===== config.mk =====
export PLATFORM = sky130hd
export DESIGN_NAME = radix_number_syntax_checker_top
export DESIGN_NICKNAME = d
export VERILOG_FILES = /design/src/rtl/rnsc_pkg.sv /design/src/rtl/rnsc_parse.sv /design/src/rtl/radix_number_syntax_checker_top.sv
export SDC_FILE = /design/constraint.sdc
export NUM_CORES = 1
export LEC_CHECK = 0
export CAP_MARGIN = 20
export CORE_ASPECT_RATIO = 0.6
export CORE_MARGIN = 3
export CORE_UTILIZATION = 45
export CTS_CLUSTER_DIAMETER = 100
export DETAILED_ROUTE_END_ITERATION = 12
export DONT_BUFFER_PORTS = 1
export PLACE_DENSITY = 0.61
export SYNTH_ARGS = -nofsm -noshare
export SYNTH_HDL_FRONTEND = slang
export SYNTH_SLANG_ARGS = --single-unit
export TNS_END_PERCENT = 50

===== constraint.sdc =====
create_clock -name clk_i -period 10.27 [get_ports clk_i]
set_clock_uncertainty 0.1 [all_clocks]
set_input_delay 2.054 -clock clk_i [delete_from_list [all_inputs] [get_ports clk_i]]
set_output_delay 2.054 -clock clk_i [all_outputs]
set_load 0.01 [all_outputs]

===== src/rtl/rnsc_pkg.sv =====
// Package for the radix number syntax checker.
// Holds the character codes, error codes, limits and the shared struct types.
// No dependencies.
package rnsc_pkg;

  localparam int unsigned ChW    = 8;
  localparam int unsigned BaseW  = 9;
  localparam int unsigned ValueW = 10;
  localparam int unsigned CodeW  = 5;
  // product of a running value and ten, plus one digit
  localparam int unsigned ProdW  = ValueW + 4;

  localparam logic [BaseW-1:0]  MaxBase   = BaseW'(500);
  localparam logic [BaseW-1:0]  MinBase   = BaseW'(2);
  localparam logic [BaseW-1:0]  BaseReset = BaseW'(10);
  localparam logic [ValueW-1:0] ValueMax  = {ValueW{1'b1}};

  // configuration register indexes
  localparam logic RegBaseP = 1'b0;
  localparam logic RegBaseQ = 1'b1;

  // characters
  localparam logic [ChW-1:0] ChSpace  = 8'h20;
  localparam logic [ChW-1:0] ChLSq    = 8'h5B;
  localparam logic [ChW-1:0] ChRSq    = 8'h5D;
  localparam logic [ChW-1:0] ChLPar   = 8'h28;
  localparam logic [ChW-1:0] ChRPar   = 8'h29;
  localparam logic [ChW-1:0] ChDot    = 8'h2E;
  localparam logic [ChW-1:0] ChZero   = 8'h30;
  localparam logic [ChW-1:0] ChNine   = 8'h39;

  // error codes
  localparam logic [CodeW-1:0] ErrNone         = 5'd0;
  localparam logic [CodeW-1:0] ErrEmpty        = 5'd1;
  localparam logic [CodeW-1:0] ErrBaseP        = 5'd2;
  localparam logic [CodeW-1:0] ErrBaseQ        = 5'd3;
  localparam logic [CodeW-1:0] ErrAfterPeriod  = 5'd4;
  localparam logic [CodeW-1:0] ErrSpace        = 5'd5;
  localparam logic [CodeW-1:0] ErrNestedSq     = 5'd6;
  localparam logic [CodeW-1:0] ErrEmptyDigit   = 5'd7;
  localparam logic [CodeW-1:0] ErrStrayRSq     = 5'd8;
  localparam logic [CodeW-1:0] ErrDigitRange   = 5'd9;
  localparam logic [CodeW-1:0] ErrDotInside    = 5'd10;
  localparam logic [CodeW-1:0] ErrDotNoWhole   = 5'd11;
  localparam logic [CodeW-1:0] ErrSecondDot    = 5'd12;
  localparam logic [CodeW-1:0] ErrLParInSq     = 5'd13;
  localparam logic [CodeW-1:0] ErrLParNoDot    = 5'd14;
  localparam logic [CodeW-1:0] ErrLParInPer    = 5'd15;
  localparam logic [CodeW-1:0] ErrEmptyPeriod  = 5'd16;
  localparam logic [CodeW-1:0] ErrStrayRPar    = 5'd17;
  localparam logic [CodeW-1:0] ErrSymbol       = 5'd18;
  localparam logic [CodeW-1:0] ErrOpenBracket  = 5'd19;
  localparam logic [CodeW-1:0] ErrDotAtEnd     = 5'd20;
  localparam logic [CodeW-1:0] ErrNoWhole      = 5'd21;

  // one request as it sits in the input register
  typedef struct packed {
    logic [ChW-1:0] ch;
    logic           char_present;
    logic           last;
  } item_t;

  // one result
  typedef struct packed {
    logic             accepted;
    logic [CodeW-1:0] error_code;
  } result_t;

  // parser state
  typedef struct packed {
    logic              square_open;
    logic              period_open;
    logic              period_closed;
    logic              dot_seen;
    logic              whole_present;
    logic              fraction_present;
    logic              period_present;
    logic              digits_pending;
    logic [ValueW-1:0] digit_value;
    logic              halted;
    logic [CodeW-1:0]  first_error;
  } parse_state_t;

endpackage


===== src/rtl/rnsc_parse.sv =====
// Parser state and per-character check for the radix number syntax checker.
// Updates the state by one character per step and forms the result on the last one.
// Depends on rnsc_pkg.
module rnsc_parse (
  input  logic                             clk_i,
  input  logic                             rst_ni,
  input  logic                             step_i,
  input  rnsc_pkg::item_t                  item_i,
  input  logic [rnsc_pkg::BaseW-1:0]       base_p_i,
  input  logic [rnsc_pkg::BaseW-1:0]       base_q_i,
  output rnsc_pkg::result_t                result_o
);
  import rnsc_pkg::*;

  parse_state_t     st_q, st_d, st_chk;
  logic [CodeW-1:0] chk_err;
  logic [ProdW-1:0] prod;
  logic             started;
  logic [CodeW-1:0] code;

  // running digit value times ten plus the new digit; saturated where it is stored
  assign prod = ({4'b0, st_q.digit_value} << 3) + ({4'b0, st_q.digit_value} << 1)
              + ProdW'(item_i.ch - ChZero);

  // check one character against the current state
  always_comb begin
    st_chk  = st_q;
    chk_err = ErrNone;
    if (st_q.period_closed) begin
      chk_err = ErrAfterPeriod;
    end else begin
      case (item_i.ch) inside
        ChSpace: chk_err = ErrSpace;
        ChLSq: begin
          if (st_q.square_open) chk_err = ErrNestedSq;
          else st_chk.square_open = 1'b1;
        end
        ChRSq: begin
          if (!st_q.digits_pending) chk_err = ErrEmptyDigit;
          else if (!st_q.square_open) chk_err = ErrStrayRSq;
          else if (st_q.digit_value >= {1'b0, base_p_i}) chk_err = ErrDigitRange;
          else begin
            st_chk.square_open    = 1'b0;
            st_chk.digits_pending = 1'b0;
            st_chk.digit_value    = '0;
            if (st_q.dot_seen && !st_q.period_open) st_chk.fraction_present = 1'b1;
            if (!st_q.dot_seen) st_chk.whole_present = 1'b1;
            if (st_q.period_open) st_chk.period_present = 1'b1;
          end
        end
        ChDot: begin
          if (st_q.square_open || st_q.period_open) chk_err = ErrDotInside;
          else if (!st_q.whole_present) chk_err = ErrDotNoWhole;
          else if (st_q.dot_seen) chk_err = ErrSecondDot;
          else st_chk.dot_seen = 1'b1;
        end
        ChLPar: begin
          if (st_q.square_open) chk_err = ErrLParInSq;
          else if (!st_q.dot_seen) chk_err = ErrLParNoDot;
          else if (st_q.period_open) chk_err = ErrLParInPer;
          else st_chk.period_open = 1'b1;
        end
        ChRPar: begin
          if (!st_q.period_present) chk_err = ErrEmptyPeriod;
          else if (!st_q.period_open) chk_err = ErrStrayRPar;
          else begin
            st_chk.period_open   = 1'b0;
            st_chk.period_closed = 1'b1;
          end
        end
        [ChZero:ChNine]: begin
          st_chk.digits_pending = 1'b1;
          st_chk.digit_value    = (prod > ProdW'(ValueMax)) ? ValueMax
                                                            : prod[ValueW-1:0];
        end
        default: chk_err = ErrSymbol;
      endcase
    end
    // a fault keeps the state and stops checking until the end of the string
    if (chk_err != ErrNone) begin
      st_chk             = st_q;
      st_chk.halted      = 1'b1;
      st_chk.first_error = chk_err;
    end
  end

  // end-of-string result, in order of precedence
  assign started = (st_q != '0);

  always_comb begin
    if (!item_i.char_present && !started) begin
      code = ErrEmpty;
    end else if (base_p_i < MinBase || base_p_i > MaxBase) begin
      code = ErrBaseP;
    end else if (base_q_i < MinBase || base_q_i > MaxBase) begin
      code = ErrBaseQ;
    end else if (st_d.first_error != ErrNone) begin
      code = st_d.first_error;
    end else if (st_d.square_open || st_d.period_open) begin
      code = ErrOpenBracket;
    end else if (st_d.dot_seen && !st_d.fraction_present && !st_d.period_present) begin
      code = ErrDotAtEnd;
    end else if (!st_d.whole_present) begin
      code = ErrNoWhole;
    end else begin
      code = ErrNone;
    end
  end

  // state after this character, before any clear
  assign st_d = (item_i.char_present && !st_q.halted) ? st_chk : st_q;

  assign result_o.accepted   = (code == ErrNone);
  assign result_o.error_code = code;

  // state register; the last character clears it
  always_ff @(posedge clk_i or negedge rst_ni) begin
    if (!rst_ni) begin
      st_q <= '0;
    end else if (step_i) begin
      st_q <= item_i.last ? '0 : st_d;
    end
  end

endmodule


===== src/rtl/radix_number_syntax_checker_top.sv =====
// Top level of the radix number syntax checker.
// Input register, configuration registers, parser and output register.
// Depends on rnsc_pkg and rnsc_parse.
// A request is registered, then checked; its result goes to the output register.
// Throughput: one character per cycle, unless a last character waits on a blocked result output.
// Reset: asynchronous, active low; clears the parser state and valid flags,
// and sets base_p and base_q to 10.
module radix_number_syntax_checker_top (
  input  logic                        clk_i,
  input  logic                        rst_ni,
  // configuration write port
  input  logic                        cfg_we_i,
  input  logic                        cfg_idx_i,
  input  logic [rnsc_pkg::BaseW-1:0]  cfg_wdata_i,
  // character stream
  input  logic                        s_axis_tvalid,
  output logic                        s_axis_tready,
  input  logic [7:0]                  s_axis_tdata,   // [7:0] ch
  input  logic                        s_axis_tuser,   // [0] char_present
  input  logic                        s_axis_tlast,   // last
  // result stream
  output logic                        m_axis_tvalid,
  input  logic                        m_axis_tready,
  output logic [7:0]                  m_axis_tdata    // [0] accepted, [5:1] error_code, [7:6] zero
);
  import rnsc_pkg::*;

  logic [BaseW-1:0] base_p_q, base_q_q;
  logic             in_valid_q;
  item_t            in_q;
  logic             step;
  result_t          res;
  logic             out_valid_q;
  result_t          out_q;

  // configuration registers
  always_ff @(posedge clk_i or negedge rst_ni) begin
    if (!rst_ni) begin
      base_p_q <= BaseReset;
      base_q_q <= BaseReset;
    end else if (cfg_we_i) begin
      if (cfg_idx_i == RegBaseP) base_p_q <= cfg_wdata_i;
      if (cfg_idx_i == RegBaseQ) base_q_q <= cfg_wdata_i;
    end
  end

  // the held request moves on unless it carries a result and the output is blocked
  assign step          = in_valid_q && (!in_q.last || !out_valid_q || m_axis_tready);
  assign s_axis_tready = !in_valid_q || step;

  // input register
  always_ff @(posedge clk_i or negedge rst_ni) begin
    if (!rst_ni) begin
      in_valid_q <= 1'b0;
    end else if (s_axis_tready) begin
      in_valid_q <= s_axis_tvalid;
    end
  end

  always_ff @(posedge clk_i) begin
    if (s_axis_tready && s_axis_tvalid) begin
      in_q.ch           <= s_axis_tdata;
      in_q.char_present <= s_axis_tuser;
      in_q.last         <= s_axis_tlast;
    end
  end

  rnsc_parse u_parse (
    .clk_i    (clk_i),
    .rst_ni   (rst_ni),
    .step_i   (step),
    .item_i   (in_q),
    .base_p_i (base_p_q),
    .base_q_i (base_q_q),
    .result_o (res)
  );

  // output register
  always_ff @(posedge clk_i or negedge rst_ni) begin
    if (!rst_ni) begin
      out_valid_q <= 1'b0;
    end else if (step && in_q.last) begin
      out_valid_q <= 1'b1;
    end else if (m_axis_tready) begin
      out_valid_q <= 1'b0;
    end
  end

  always_ff @(posedge clk_i) begin
    if (step && in_q.last) begin
      out_q <= res;
    end
  end

  assign m_axis_tvalid = out_valid_q;
  assign m_axis_tdata  = {2'b00, out_q.error_code, out_q.accepted};

endmodule

# Yosys cells after proc, flatten, opt, wreduce, memory -nomap -nowiden
# Cells that the tools add are included.
totals:
  regBits: 60
  latch_bits: 0
  ramBits: 0
  rom_bits: 0
  input_bits: 25
  output_inout_bits: 10
  memories: 0
classes:
  n_addsub: 3
  mul: 0
  div_mod_pow: 0
  magnitude_cmp: 8
  n_eq_ne: 16
  shift: 0
  muxes: 78
  n_bitwise: 1
  reduce_logical: 39
ops:
  columns: ["op", "n"]
  rows:
  - ["5-bit two-way mux", 20]
  - ["11-bit two-way mux", 7]
  - ["24-bit two-way mux", 3]
  - ["14-bit two-way mux", 3]
  - ["8-bit by 6-bit == test with 1-bit output, second input constant", 4]
  - ["1-bit two-way mux", 32]
  - ["4-bit two-way mux", 6]
  - ["24-bit nonzero test", 1]
  - ["9-bit > comparator, second input constant", 2]
  - ["9-bit by 2-bit < comparator with 1-bit output, second input constant", 2]
  - ["18-bit two-way mux", 1]
  - ["8-bit by 7-bit == test with 1-bit output, second input constant", 2]
  - ["3-bit by 2-bit != test with 1-bit output, second input constant", 5]
  - ["13-bit by 11-bit adder with 14-bit output", 1]
  - ["14-bit adder", 1]
  - ["14-bit by 10-bit > comparator with 1-bit output, second input constant", 1]
  - ["13-bit AND reduction", 1]
  - ["3-bit two-way mux", 4]
  - ["10-bit by 9-bit greater-or-equal comparator with 1-bit output", 1]
  - ["10-bit two-way mux", 1]
  - ["10-bit AND reduction", 1]
  - ["5-bit nonzero test", 2]
  - ["1-bit logical AND", 9]
  - ["1-bit logical NOT", 9]
  - ["13 further kinds", 26]

# Depth between registers and ports, before layout
depth:
  word_depth: 24
  ltp_mapped: 14
  mapped_depth_nobuf: 13

# Cells and area by module
# Synthesis repeated with hierarchy kept, for this count alone.
unflattened:
  cells_unflattened: 466
  area_unflattened_um2: 4589.4
by_module_without_submodules:
  columns: ["module", "instances", "cells_per_inst", "area_each_um2", "seq_area_each_um2"]
  rows:
  - ["rnsc_parse", 1, 398, 3268.1, 600.6]
  - ["radix_number_syntax_checker_top", 1, 68, 1321.3, 985.9]

# Worst setup path before layout
# No wires, ideal clock.
synth_path:
  kind: "input to output"
  from: "in m_axis_tready"
  to: "out s_axis_tready"
  t_arrival_ns: 2.294
  slack_ns: 5.822
  cell_stages: 2
  path_buffers: 0
  cell_sequence: "inv_1 > nand4_1"
synth_between:
  elab_chain_len: 3
synth_lines:
  columns: ["element", "line", "text"]
  rows:
  - ["start: declaration", "radix_number_syntax_checker_top.sv:23", "input logic m_axis_tready,"]
  - ["1-bit logical OR", "radix_number_syntax_checker_top.sv:48", "assign step = in_valid_q && (!in_q.last || !out_valid_q || m_axis_tready);"]
  - ["1-bit logical AND", "radix_number_syntax_checker_top.sv:48", null]
  - ["1-bit logical OR", "radix_number_syntax_checker_top.sv:49", "assign s_axis_tready = !in_valid_q || step;"]
  - ["end: declaration", "radix_number_syntax_checker_top.sv:17", "output logic s_axis_tready,"]
# No other way between the ends.

# Worst setup path in the final report
# Ends and elaborated chain as after synthesis.

==> results by group <==
Clock tree
  – Number of buffers added for setup after CTS: 0
  – H-tree Lvls: 3
  – Max Root-Sink Buffers: 2
  – Hold-fix buffers, CTS: 0
  – CTS tree: done
  – Clk sinks: 60
  – Clock root buffer master: clkbuf_16
  – Worst-Skew Late Latency: 0.34 ns
  – TritonCTS Buffers: 9
  – Clk pin slew, worst setup/hold paths: 0.05 ns
  – Post_cts resized: 0

Placed design
  – GP Congestion: 0.9055
  – Detailed placement HPWL: 8.372 mm
  – DP Cell Count: 573
  – Number of I/O port buffers: 0
  – Area after DPL: 4332 um2

Final layout
  – Area grow syn2layout: 9.253%
  – Design area: 4668 um2
  – Post-Layout Cell Count: 591
  – Final #Nets: 521
  – Most frequent cells in the layout: inv_1, nand2_1, dfrtp_1, o21ai_0, ha_1
  – Most common cell after layout, fill and taps aside: inv_1
  – Fillers: 816
  – Share of layout cells above drive strength 1: 0.08387
  – Antenna Cells: 0

Synth
  – Avg Cell Area, Syn: 9.209 um2
  – FF+latch count, synth: 60
  – Async SR Flop Fraction: 0.7333
  – Top_reg_cell synth: dfrtp_1
  – Register area share after synthesis: 0.3713
  – Yosys cell types: 69
  – Synthesized netlist cell count: 464
  – Post-synth EDFFs: 16
  – Warnings from Yosys: 0
  – Synthesized area: 4273 um2

Timing
  – Pins Over Slew Limit: 0
  – RSZ-0062 raised after global routing: false
  – Minimum clock period: 4.473 ns
  – Final Hold Violating Endpoints: 0
  – Slew HR: 0.2864
  – Worst Max-Slew Pin Slew: 1.062 ns
  – Final setup vio count: 0
  – Setup TNS: 0 ns
  – FMAX: 223.5 MHz
  – Period utilisation layout: 0.4356
  – Hold_ws: 0.4166 ns

Worst hold path
  – Min-Delay Path Class: reg2reg
  – Hold Path Origin: base_q_q[0]
  – Worst hold endpoint: base_q_q[0]
  – Worst Hold Depth: 1

Floorplan
  – Starting Density: 0.4811
  – # IOs: 35
  – Site Rows: 26
  – Die Ht: 81.48 um
  – DIE AREA: 10740 um2
  – Die W: 131.8 um
  – Core Footprint: 8881 um2

Pwr
  – Clock share of power: 0.455
  – Lkg Pwr: 0.001987 uW
  – Part of the power in combinational logic: 0.135
  – VDD IR max: 100.3 uV
  – Sequential power share: 0.410
  – PwrDens: 149.4 nW/um2
  – Internal cell power: 509.9 uW
  – P_sw: 187.3 uW
  – Sw Share: 0.2687

Global route
  – Global-route wire length before repair: 17.68 mm
  – Initial antenna violation count: 0
  – Largest net degree at the start of global routing: 45
  – Vias in the first global route: 3317
  – Gr ovfl total: 0
  – GRT Util Overall: 0.2139

Worst setup path
  – Reg2reg start: in_q[6]
  – Critical path's largest stage delay: 0.20 ns
  – Critical path's top delay family: simple AND/OR/NAND/NOR gates
  – CP required: 8.12 ns
  – CP max-delay cell: nand4_1
  – Crit path kind: in2out
  – Worst Reg2Reg Path Length in Cells: 10
  – Critical path, cell by cell: inv_1, nand4_1
  – Setup crit start kind: input pin
  – RR Endpoint: u_parse.st_q[14]
  – CP endpoint kind: output port
  – Reg2reg setup slack: 6.02 ns
  – CP arrival: 2.32 ns
  – Worst path bufs/invs: 1
  – Worst Path Max Fanout: 3

Routing
  – Pre-antenna DRT Iters: 5
  – Drt drc: 0
  – 1st-iter DRT viols: 291
  – Routed length per instance: 18.53 um
  – Routed vias/inst: 6.029
  – Post-DRT Antenna Nets: 0
  – Final wirelength: 10.95 mm
  – Via count: 3563

Status
  – Status: completed

Flow run
  – Max-cap violation count: 0
through the flow:
step | worst slack (ns) | total power, uW | utilization
finish | 5.797 | 697.3 | 0.5256
global route | 5.758 | 730.6 | 0.5256
CTS | 5.790 | 702.4 | 0.5237
detailed placement | 5.791 | 382.2 | 0.4877
global placement | 5.802 | 379.1 | 0.4877
floorplan | 5.822 | 359.2 | -
cells in the mapped netlist, types with 4 or more instances:
library cell / n / area share
a21oi_1: 22 / 0.026
nor3_1: 11 / 0.013
nor2_1: 24 / 0.021
xnor2_1: 6 / 0.012
nand3_1: 6 / 0.0070
inv_1: 48 / 0.042
edfxtp_1: 16 / 0.11
buf_2: 6 / 0.0070
dfrtp_1: 40 / 0.23
o211ai_1: 6 / 0.011
a21boi_0: 5 / 0.0088
nor2b_1: 6 / 0.0088
or3_1: 4 / 0.0059
o21ai_0: 31 / 0.036
a211oi_1: 13 / 0.023
a2111oi_0: 4 / 0.0082
nand2_1: 40 / 0.035
mux2_2: 10 / 0.026
clkbuf_1: 6 / 0.0053
nand2b_1: 9 / 0.013
nor4_1: 10 / 0.015
and3_1: 4 / 0.0059
a21o_1: 5 / 0.0088
o21ai_1: 12 / 0.014
dfstp_2: 4 / 0.025
o22ai_1: 5 / 0.0073
fa_1: 9 / 0.042
ha_1: 27 / 0.079
and2_1: 4 / 0.0059
final cells by class:
| type | instances | area [um2] | area share |
|---|---|---|---|
| Clock inverter | 6 | 68.82 | 0.01474 |
| Tap cell | 126 | 157.7 | 0.03377 |
| Timing Repair Buffer | 3 | 25.02 | 0.005360 |
| Clock buffer | 10 | 250.2 | 0.05360 |
| Multi-Input combinational cell | 337 | 2396 | 0.5133 |
| Inverter | 49 | 183.9 | 0.03940 |
| Sequential cell | 60 | 1587 | 0.3399 |
power groups by stage:
stage          combinational [uW]  sequential, uW  clock, uW
6_report                     93.8             286        317
5_1_grt                       106             289        336
4_1_cts                      92.6             286        324
3_5_place_dp                 92.1             290          0
3_3_place_gp                 89.7             289          0
2_1_floorplan                76.2             283          0
flip-flops by register name (all words and copies together) (netlist names):
| name | count |
|---|---|
| m_axis_tvalid | 1 |
| base_p_q | 9 |
| base_q_q | 9 |
| u_parse.st_q | 24 |
| in_valid_q | 1 |
| in_q | 10 |
| m_axis_tdata | 6 |
worst max-delay path by stage:
stage / cells past startpoint / start / slack (ns) / endpoint
6_report: 2 / m_axis_tready / 5.80 / s_axis_tready
4_1_cts: 2 / m_axis_tready / 5.79 / s_axis_tready
2_1_floorplan: 2 / m_axis_tready / 5.82 / s_axis_tready
3_5_place_dp: 2 / m_axis_tready / 5.79 / s_axis_tready
5_1_grt: 2 / m_axis_tready / 5.76 / s_axis_tready
3_3_place_gp: 2 / m_axis_tready / 5.80 / s_axis_tready
per-layer routing:
metal | share of wire | vias to the layer above | track usage
met3 | 0.096 | 5 | 0.07834
li1 | - | 1699 | -
met2 | 0.39 | 146 | 0.2934
met1 | 0.51 | 1713 | 0.3163
met4 | 0.0058 | 0 | 0.05556
met5 | 0 | - | 0
cell families after synthesis:
group	count (synthesis)	share of synthesized area
buf+inv	68	0.06881
mux	13	0.03338
compound gates	132	0.2018
simple gates	147	0.1883
fa+ha+maj	36	0.1212
flops	60	0.3713
xor+xnor	7	0.01435
other cells	1	0.0008776
No activity file was read; power rests on OpenSTA's default activity.
